$ cat src/rtl/sdpg_pkg.sv
package sdpg_pkg;

  // Field widths
  localparam int CMD_W     = 2;
  localparam int COUNT_W   = 32;
  localparam int POS_OUT_W = 32;
  localparam int HALF_W    = 16;
  localparam int STEPS_W   = 31;

  // Position counter width default
  localparam int POSITION_BITS_DEF = 32;

  // Register bus
  localparam int DATA_W  = 32;
  localparam int ADDR_W  = 3;
  localparam int INDEX_W = ADDR_W - 2;

  // Command codes; anything else counts as a tick
  localparam logic [CMD_W-1:0] CMD_COUNT = 2'd1;
  localparam logic [CMD_W-1:0] CMD_LIMIT = 2'd2;

  // Register indexes
  localparam logic [INDEX_W-1:0] REG_HALF_PERIOD = 1'b0;
  localparam logic [INDEX_W-1:0] REG_FWD_POL     = 1'b1;

  // Reset values of the registers
  localparam logic [HALF_W-1:0] HALF_PERIOD_RST = 16'd1;
  localparam logic              FWD_POL_RST     = 1'b1;

  typedef struct packed {
    logic [CMD_W-1:0]          command;
    logic signed [COUNT_W-1:0] step_count;
    logic                      limit_hit;
  } item_t;

  typedef struct packed {
    logic                        step_level;
    logic                        dir_level;
    logic                        busy_res;
    logic                        move_done;
    logic signed [POS_OUT_W-1:0] position;
  } result_t;

  typedef struct packed {
    logic [HALF_W-1:0] half_period_ticks;
    logic              forward_polarity;
  } cfg_t;

endpackage

$ cat src/rtl/sdpg_ifs.sv
// Command channel
interface sdpg_cmd_if;
  logic              valid;
  logic              ready;
  logic [1:0]        command;
  logic signed [31:0] step_count;
  logic              limit_hit;

  modport source (output valid, command, step_count, limit_hit, input ready);
  modport sink   (input valid, command, step_count, limit_hit, output ready);
endinterface

// Result channel
interface sdpg_res_if;
  logic               valid;
  logic               ready;
  logic               step_level;
  logic               dir_level;
  logic               busy_res;
  logic               move_done;
  logic signed [31:0] position;

  modport source (output valid, step_level, dir_level, busy_res, move_done, position,
                  input ready);
  modport sink   (input valid, step_level, dir_level, busy_res, move_done, position,
                  output ready);
endinterface

$ cat src/rtl/sdpg_cfg_regs.sv
module sdpg_cfg_regs (
  input  logic                           clk,
  input  logic                           rst,
  input  logic                           psel,
  input  logic                           penable,
  input  logic                           pwrite,
  input  logic [sdpg_pkg::ADDR_W-1:0]    paddr,
  input  logic [sdpg_pkg::DATA_W-1:0]    pwdata,
  output logic [sdpg_pkg::DATA_W-1:0]    prdata,
  output logic                           pready,
  output sdpg_pkg::cfg_t                 cfg
);
  import sdpg_pkg::*;

  logic               wr_en;
  logic [INDEX_W-1:0] reg_idx;

  assign pready  = 1'b1;
  assign wr_en   = psel && penable && pwrite;
  assign reg_idx = paddr[ADDR_W-1:2];

  // Register writes
  always_ff @(posedge clk) begin
    if (rst) begin
      cfg.half_period_ticks <= HALF_PERIOD_RST;
      cfg.forward_polarity  <= FWD_POL_RST;
    end else if (wr_en) begin
      case (reg_idx)
        REG_HALF_PERIOD: cfg.half_period_ticks <= pwdata[HALF_W-1:0];
        REG_FWD_POL:     cfg.forward_polarity  <= pwdata[0];
        default: ;
      endcase
    end
  end

  // Read mux
  always_comb begin
    prdata = '0;
    case (reg_idx)
      REG_HALF_PERIOD: prdata = DATA_W'(cfg.half_period_ticks);
      REG_FWD_POL:     prdata = DATA_W'(cfg.forward_polarity);
      default:         prdata = '0;
    endcase
  end

endmodule

$ cat src/rtl/sdpg_step_core.sv
module sdpg_step_core #(
  parameter int POSITION_BITS = sdpg_pkg::POSITION_BITS_DEF
) (
  input  logic              clk,
  input  logic              rst,
  input  logic              en,
  input  sdpg_pkg::item_t   item,
  input  sdpg_pkg::cfg_t    cfg,
  output sdpg_pkg::result_t res
);
  import sdpg_pkg::*;

  // Motion state
  logic [POSITION_BITS-1:0] position_count, position_count_next;
  logic [STEPS_W-1:0]       steps_left, steps_left_next;
  logic [HALF_W-1:0]        interval_timer, interval_timer_next;
  logic                     pulse_phase_high, pulse_phase_high_next;
  logic                     moving, moving_next;
  logic                     limit_mode, limit_mode_next;
  logic                     going_forward, going_forward_next;
  logic                     dir_pin_level, dir_pin_level_next;

  logic                     done;
  logic [HALF_W-1:0]        load_val;
  logic                     neg;
  logic                     fwd;
  logic [COUNT_W-1:0]       raw;
  logic [COUNT_W-1:0]       mag;
  logic [STEPS_W-1:0]       mag_sat;
  logic [HALF_W-1:0]        timer_dec;
  logic [STEPS_W-1:0]       steps_dec;
  logic                     is_move;

  // Timer load: zero interval acts as one
  assign load_val = (cfg.half_period_ticks == '0) ? HALF_W'(1) : cfg.half_period_ticks;

  // Move decode: direction and saturated magnitude
  assign raw     = item.step_count;
  assign neg     = raw[COUNT_W-1];
  assign fwd     = !neg && (raw != '0);
  assign mag     = neg ? (COUNT_W'(0) - raw) : raw;
  assign mag_sat = mag[COUNT_W-1] ? {STEPS_W{1'b1}} : mag[STEPS_W-1:0];
  assign is_move = (item.command == CMD_COUNT) || (item.command == CMD_LIMIT);

  assign timer_dec = (interval_timer != '0) ? interval_timer - HALF_W'(1) : interval_timer;
  assign steps_dec = (steps_left != '0) ? steps_left - STEPS_W'(1) : steps_left;

  // Next state for one item
  always_comb begin
    position_count_next   = position_count;
    steps_left_next       = steps_left;
    interval_timer_next   = interval_timer;
    pulse_phase_high_next = pulse_phase_high;
    moving_next           = moving;
    limit_mode_next       = limit_mode;
    going_forward_next    = going_forward;
    dir_pin_level_next    = dir_pin_level;
    done                  = 1'b0;

    if (is_move) begin
      if (!moving) begin
        going_forward_next = fwd;
        dir_pin_level_next = fwd ? cfg.forward_polarity : !cfg.forward_polarity;
        if (item.command == CMD_COUNT) begin
          limit_mode_next = 1'b0;
          if (mag_sat == '0) begin
            moving_next           = 1'b0;
            pulse_phase_high_next = 1'b0;
            interval_timer_next   = '0;
            steps_left_next       = '0;
            done                  = 1'b1;
          end else begin
            steps_left_next       = mag_sat;
            moving_next           = 1'b1;
            pulse_phase_high_next = 1'b1;
            interval_timer_next   = load_val;
          end
        end else begin
          steps_left_next = '0;
          if (item.limit_hit) begin
            moving_next           = 1'b0;
            pulse_phase_high_next = 1'b0;
            interval_timer_next   = '0;
            limit_mode_next       = 1'b0;
            done                  = 1'b1;
          end else begin
            limit_mode_next       = 1'b1;
            moving_next           = 1'b1;
            pulse_phase_high_next = 1'b1;
            interval_timer_next   = load_val;
          end
        end
      end
    end else if (moving) begin
      if (timer_dec != '0) begin
        interval_timer_next = timer_dec;
      end else if (pulse_phase_high) begin
        // high phase over, start low phase
        pulse_phase_high_next = 1'b0;
        interval_timer_next   = load_val;
      end else begin
        // low phase over: one step taken
        position_count_next = going_forward ?
                              position_count + POSITION_BITS'(1) :
                              position_count - POSITION_BITS'(1);
        if (limit_mode ? item.limit_hit : (steps_dec == '0)) begin
          moving_next           = 1'b0;
          pulse_phase_high_next = 1'b0;
          interval_timer_next   = '0;
          steps_left_next       = '0;
          limit_mode_next       = 1'b0;
          done                  = 1'b1;
        end else begin
          steps_left_next       = steps_dec;
          pulse_phase_high_next = 1'b1;
          interval_timer_next   = load_val;
        end
      end
    end
  end

  // State update
  always_ff @(posedge clk) begin
    if (rst) begin
      position_count   <= '0;
      steps_left       <= '0;
      interval_timer   <= '0;
      pulse_phase_high <= 1'b0;
      moving           <= 1'b0;
      limit_mode       <= 1'b0;
      going_forward    <= 1'b0;
      dir_pin_level    <= 1'b0;
    end else if (en) begin
      position_count   <= position_count_next;
      steps_left       <= steps_left_next;
      interval_timer   <= interval_timer_next;
      pulse_phase_high <= pulse_phase_high_next;
      moving           <= moving_next;
      limit_mode       <= limit_mode_next;
      going_forward    <= going_forward_next;
      dir_pin_level    <= dir_pin_level_next;
    end
  end

  // Result after the update
  always_comb begin
    res.step_level = pulse_phase_high_next;
    res.dir_level  = dir_pin_level_next;
    res.busy_res   = moving_next;
    res.move_done  = done;
    res.position   = POS_OUT_W'(signed'(position_count_next));
  end

endmodule

$ cat src/rtl/step_dir_pulse_generator.sv
// Step/direction pulse generator with position counter.
// A command passes the input register, then the result register, before its result is valid.
// Throughput: one command beat per cycle; the input register and the result
// register form a two-stage pipeline that stalls only on result backpressure.
// Reset (rst, synchronous, active high): motion idle, position zero, pins low,
// half_period_ticks = 1 and forward_polarity = 1.
module step_dir_pulse_generator #(
  parameter int POSITION_BITS = sdpg_pkg::POSITION_BITS_DEF
) (
  input  logic                           clk,
  input  logic                           rst,
  sdpg_cmd_if.sink                       cmd,
  sdpg_res_if.source                     res,
  input  logic                           psel,
  input  logic                           penable,
  input  logic                           pwrite,
  input  logic [sdpg_pkg::ADDR_W-1:0]    paddr,
  input  logic [sdpg_pkg::DATA_W-1:0]    pwdata,
  output logic [sdpg_pkg::DATA_W-1:0]    prdata,
  output logic                           pready
);
  import sdpg_pkg::*;

  cfg_t    cfg;
  item_t   s1_item;
  logic    s1_valid;
  logic    s1_adv;
  logic    in_fire;
  logic    core_en;
  result_t core_res;
  result_t res_q;
  logic    res_valid;

  sdpg_cfg_regs u_cfg (
    .clk     (clk),
    .rst     (rst),
    .psel    (psel),
    .penable (penable),
    .pwrite  (pwrite),
    .paddr   (paddr),
    .pwdata  (pwdata),
    .prdata  (prdata),
    .pready  (pready),
    .cfg     (cfg)
  );

  // Pipeline handshake
  assign s1_adv    = !res_valid || res.ready;
  assign cmd.ready = !s1_valid || s1_adv;
  assign in_fire   = cmd.valid && cmd.ready;
  assign core_en   = s1_valid && s1_adv;

  // Input register
  always_ff @(posedge clk) begin
    if (rst) begin
      s1_valid <= 1'b0;
    end else if (in_fire) begin
      s1_valid <= 1'b1;
    end else if (s1_adv) begin
      s1_valid <= 1'b0;
    end
  end

  always_ff @(posedge clk) begin
    if (in_fire) begin
      s1_item.command    <= cmd.command;
      s1_item.step_count <= cmd.step_count;
      s1_item.limit_hit  <= cmd.limit_hit;
    end
  end

  sdpg_step_core #(
    .POSITION_BITS (POSITION_BITS)
  ) u_core (
    .clk  (clk),
    .rst  (rst),
    .en   (core_en),
    .item (s1_item),
    .cfg  (cfg),
    .res  (core_res)
  );

  // Result register
  always_ff @(posedge clk) begin
    if (rst) begin
      res_valid <= 1'b0;
    end else if (s1_adv) begin
      res_valid <= s1_valid;
    end
  end

  always_ff @(posedge clk) begin
    if (core_en) begin
      res_q <= core_res;
    end
  end

  assign res.valid      = res_valid;
  assign res.step_level = res_q.step_level;
  assign res.dir_level  = res_q.dir_level;
  assign res.busy_res   = res_q.busy_res;
  assign res.move_done  = res_q.move_done;
  assign res.position   = res_q.position;

endmodule

$ cat src/flat_wrapper.sv
// flat-port wrapper written by rule: the top's interface ports become plain ports
module step_dir_pulse_generator_flat import sdpg_pkg::*;
#(
  parameter int POSITION_BITS = sdpg_pkg::POSITION_BITS_DEF
)
  (clk, rst, psel, penable, pwrite, paddr, pwdata, prdata, pready, cmd_valid, cmd_command, cmd_step_count, cmd_limit_hit, cmd_ready, res_valid, res_step_level, res_dir_level, res_busy_res, res_move_done, res_position, res_ready);
  sdpg_cmd_if cmd_i ();
  sdpg_res_if res_i ();
  input  logic clk;
  input  logic rst;
  input  logic psel;
  input  logic penable;
  input  logic pwrite;
  input  logic [sdpg_pkg::ADDR_W-1:0] paddr;
  input  logic [sdpg_pkg::DATA_W-1:0] pwdata;
  output logic [sdpg_pkg::DATA_W-1:0] prdata;
  output logic pready;
  input wire logic [$bits(cmd_i.valid)-1:0] cmd_valid;
  input wire logic [$bits(cmd_i.command)-1:0] cmd_command;
  input wire logic [$bits(cmd_i.step_count)-1:0] cmd_step_count;
  input wire logic [$bits(cmd_i.limit_hit)-1:0] cmd_limit_hit;
  output wire logic [$bits(cmd_i.ready)-1:0] cmd_ready;
  output wire logic [$bits(res_i.valid)-1:0] res_valid;
  output wire logic [$bits(res_i.step_level)-1:0] res_step_level;
  output wire logic [$bits(res_i.dir_level)-1:0] res_dir_level;
  output wire logic [$bits(res_i.busy_res)-1:0] res_busy_res;
  output wire logic [$bits(res_i.move_done)-1:0] res_move_done;
  output wire logic [$bits(res_i.position)-1:0] res_position;
  input wire logic [$bits(res_i.ready)-1:0] res_ready;
  assign cmd_i.valid = cmd_valid;
  assign cmd_i.command = cmd_command;
  assign cmd_i.step_count = cmd_step_count;
  assign cmd_i.limit_hit = cmd_limit_hit;
  assign cmd_ready = cmd_i.ready;
  assign res_valid = res_i.valid;
  assign res_step_level = res_i.step_level;
  assign res_dir_level = res_i.dir_level;
  assign res_busy_res = res_i.busy_res;
  assign res_move_done = res_i.move_done;
  assign res_position = res_i.position;
  assign res_i.ready = res_ready;
  step_dir_pulse_generator #(.POSITION_BITS(POSITION_BITS)) u_core (.clk(clk), .rst(rst), .cmd(cmd_i), .res(res_i), .psel(psel), .penable(penable), .pwrite(pwrite), .paddr(paddr), .pwdata(pwdata), .prdata(prdata), .pready(pready));
endmodule
$ cat config.mk
export PLATFORM = sky130hd
export DESIGN_NAME = step_dir_pulse_generator_flat
export DESIGN_NICKNAME = d
export VERILOG_FILES = /design/src/rtl/sdpg_pkg.sv /design/src/rtl/sdpg_ifs.sv /design/src/rtl/sdpg_cfg_regs.sv /design/src/rtl/sdpg_step_core.sv /design/src/rtl/step_dir_pulse_generator.sv /design/src/flat_wrapper.sv
export SDC_FILE = /design/constraint.sdc
export NUM_CORES = 1
export LEC_CHECK = 0
export BUFFER_PORTS_ARGS = -buffer_cell sky130_fd_sc_hd__buf_2
export CAP_MARGIN = 20
export CORE_ASPECT_RATIO = 1.25
export CORE_MARGIN = 4
export CORE_UTILIZATION = 50
export CTS_BUF_LIST = sky130_fd_sc_hd__clkbuf_2 sky130_fd_sc_hd__clkbuf_4 sky130_fd_sc_hd__clkbuf_8
export DETAILED_ROUTE_END_ITERATION = 16
export GPL_ROUTABILITY_DRIVEN = 1
export PLACE_DENSITY = 0.78
export SLEW_MARGIN = 10
export SYNTH_ARGS = -nofsm -noshare
export SYNTH_HDL_FRONTEND = slang
export SYNTH_HIERARCHICAL = 1
export SYNTH_SLANG_ARGS = --single-unit
$ cat constraint.sdc
create_clock -name clk -period 6.6 [get_ports clk]
set_input_delay 1.32 -clock clk [delete_from_list [all_inputs] [get_ports clk]]
set_output_delay 1.32 -clock clk [all_outputs]
set_load 0.05 [all_outputs]
==> impl_summary.txt <==
----------------------------------------------------
[Finish]
  Filler instances ... 2,141
  Area of all sequential standard cells ... 4190 sq um
  Final Cell Area ... 12,700 sq um
  Share of final-layout standard cells stronger than drive strength 1 ... 0.136
  Final core utilization ... 0.551
  Area delta synth->final ... 8.42%
  Count of inserted antenna diode cells ... 0
  Total area of multi-input combinational cells ... slightly below 7000 sq um
  Final nets ... 1,552

[Clock tree]
  Clock slew at the register clock pins of the worst setup and hold paths ... about 110 ps
  Setup Buffers After CTS ... 0
  Clock net sink count ... 174
  Clock tree from TritonCTS ... built
  Hold buffer count at cts ... 0
  Worst-case clock buffer depth ... 2
  Clock tree root driver cell ... sky130_fd_sc_hd__clkbuf_8
  Insertion delay of the later-clocked pin in the worst-skew pair ... 470 ps
  TritonCTS Buffers ... 17
  Maximum level of the CTS H-tree ... 4
  Number of gates given a new drive strength after cts ... 0

[STA]
  Top achievable clock speed ... between 200 and 250 MHz
  Final-report hold violation count ... 0
  Worst-margin pin slew ... just under 1000 ps
  Unrepaired setup endpoints after global routing ... no
  Finish-stage setup viols ... 0
  Shortest period the worst path allows ... roughly 4600 ps
  Hold WS ... between 400 and 500 ps
  Clk_skew ... 23.2 ps
  Crit share post-route ... 0.700
  Worst slew slack as a fraction of its limit ... 0.353
  Final slew viol count ... 0
  Setup TNS after final layout ... 0 ps

[Placed design]
  Port Buffer Count ... 112
  GPL Wtd Cong ... 0.913
  Post-detailed-placement half-perimeter wirelength ... 21.0 mm
  Area post-placement ... 12,200 sq um

[Route]
  DR iter-0 viols ... 938
  Post-DR wirelength/cell ... 16.7 microns
  First-pass detailed-route iteration total ... 5
  Detailed-route vias per instance ... 6.06
  DRT antenna net count ... 0
  Total routed wirelength ... 29.0 mm
  Routed vias ... 10.5k
  DR DRC count ... 0

[Hold path]
  Class of the tightest hold or removal check ... register to register

[Job]
  Max-capacitance violation count ... 0

[Floorplan]
  Die ar. ... 25,900 sq um
  Initial core utilization ... 0.508
  Core ar. ... 23,000 sq um
  Std cell rows ... 62
  Die X-Extent ... 145 microns
  Floorplan die height ... 179 microns
  Top-Level Pins ... 148

[Setup path]
  Worst endpoint required time ... 6970 ps
  Kind of capture point of the worst setup path ... register
  WP data arrival ... 4990 ps
  Crit Path Max Fanout ... 28
  Crit start category ... register
  Type of the setup path with the least slack ... register to register

[Global routing]
  Wire length of the first global-routing pass ... 47.5 mm
  Number of global-route vias before repair ... 9,764
  Sum of overflow across all layers after global routing ... 0
  Number of antenna violations at the first check in global routing ... 0
  GRT Resource Usage Total ... 0.224
  Largest net degree at the start of global routing ... between 80 and 90

[Yosys]
  Biggest area consumer among synthesized cells ... sky130_fd_sc_hd__edfxtp_1
  Count leader, synth ... sky130_fd_sc_hd__nand2_1
  Async SR Flop Fraction ... 0
  Post-synth design cell area ... 11,700 sq um
  Area contributors post-synth ... sky130_fd_sc_hd__edfxtp_1 18%, sky130_fd_sc_hd__dfxtp_1 18%, sky130_fd_sc_hd__nand2_1 5.0%
  Number of enable-type register cells in the synthesized netlist ... 71
  Count of unique library cells instantiated by Yosys ... 90
  Portion of the post-synthesis area used by sequential elements ... 0.359
  Predominant post-synthesis flop cell ... sky130_fd_sc_hd__dfxtp_1
  Count of state elements after synthesis ... 174
  Synth Area per Inst ... 8.49 sq um
  Yosys warning total ... 6
  Post-synth top area share ... 0.183
  Top cells by count, synth ... 154 x sky130_fd_sc_hd__nand2_1, 115 x sky130_fd_sc_hd__nor2_1, 103 x sky130_fd_sc_hd__dfxtp_1
  Synthesized instance count ... around 1.4k

[Power and ir drop]
  Total power ... around 3 mW
  Leakage power figure ... 5.11 nW
  Worst IR drop on VDD ... roughly 0.13 mV
  Ratio of total power to cell area ... ~240 nW/um^2

[Status]
  Result of the run ... finished clean

----------------------------------------------------
worst paths after layout:
path / from / endpoint / slack (ps) / depth (start not counted)
worst min register to register: u_core/u_core/position_count[20] / u_core/u_core/position_count[20] / 490 / 2
worst max-delay path: u_core/u_core/interval_timer[0] / u_core/u_core/steps_left[8] / 1980 / 11
worst max register to register: u_core/u_core/interval_timer[0] / u_core/u_core/steps_left[8] / 1980 / 11
worst min-delay path: u_core/u_core/position_count[20] / u_core/u_core/position_count[20] / 490 / 2
state kept, by name (all words and copies together), names as in the netlist, 16 cells and up:
name / count
u_core/u_core/interval_timer: 16
u_core/s1_item: 35
u_core/res.position: 32
u_core/u_core/steps_left: 31
u_core/u_cfg/cfg: 17
u_core/u_core/position_count: 32
kinds of logic after synthesis:
family	count (synthesis)	share of synthesized area
AND/OR/NAND/NOR	575	0.258
AO/OA/AOI/OAI	347	0.203
flip-flops	174	0.359
buffers and inverters	134	0.0546
XOR/XNOR	63	0.0473
multiplexers	42	0.0365
adder cells (fa/ha/maj)	38	0.0414
other	2	0.000644
metal layers:
metal | vias up | track usage | routed length, microns
li1 | 5173 | - | -
met1 | 4894 | 0.293 | 12500
met2 | 402 | 0.377 | 14000
met3 | 58 | 0.0355 | 1820
met4 | 0 | 0.0719 | 701
met5 | - | 0 | 0
worst max-delay path: stages, from the launching register on:
cell	delay [ps]
sky130_fd_sc_hd__dfxtp_1	380
sky130_fd_sc_hd__inv_1	100
sky130_fd_sc_hd__ha_1	150
sky130_fd_sc_hd__or4b_1	550
sky130_fd_sc_hd__nor4_2	570
sky130_fd_sc_hd__nand2_1	310
sky130_fd_sc_hd__a221oi_1	420
sky130_fd_sc_hd__nand4_1	280
sky130_fd_sc_hd__o31a_1	670
sky130_fd_sc_hd__buf_4	370
sky130_fd_sc_hd__nand2b_1	450
sky130_fd_sc_hd__o32ai_1	260
power by group:
part / internal, mW / switching, mW / leakage (nW) / total [mW]
Clock: 0.343 / 0.433 / 0.215 / 0.776
Combinational: 0.365 / 0.652 / 3.38 / 1.02
Sequential: 1.17 / 0.0503 / 1.52 / 1.22
stage by stage:
| stage | worst slack [ps] | cells |
|---|---|---|
| finish | 1980 | 1738 |
| global route | 1550 | 1738 |
| CTS | 1920 | 1737 |
| detailed placement | 1960 | 1705 |
| global placement | 2080 | 1705 |
| floorplan | 2840 | 1390 |
cell type report:
class	count	area share
sequential	174	0.332
timing repair buffer	119	0.0488
inverter	43	0.0128
multi-input combinational	1082	0.546
tap	288	0.0285
clock buffer	20	0.0213
clock inverter	12	0.0114
cell usage in the layout (no fill, tap or decap), drive strengths merged, types with 13 or more instances in the layout:
master,count
a21o,28
a21oi,73
a221o,14
a31oi,13
buf,119
clkbuf,20
conb,17
dfxtp,103
edfxtp,71
ha,37
inv,51
mux2i,38
nand2,154
nand2b,47
nand3,39
nand4,13
nor2,116
nor2b,20
nor3,55
nor4,33
o21ai,80
o31ai,17
o32ai,16
or2,13
or3,15
or4,22
xnor2,35
xor2,28
No activity file was read; power rests on OpenSTA's default activity.
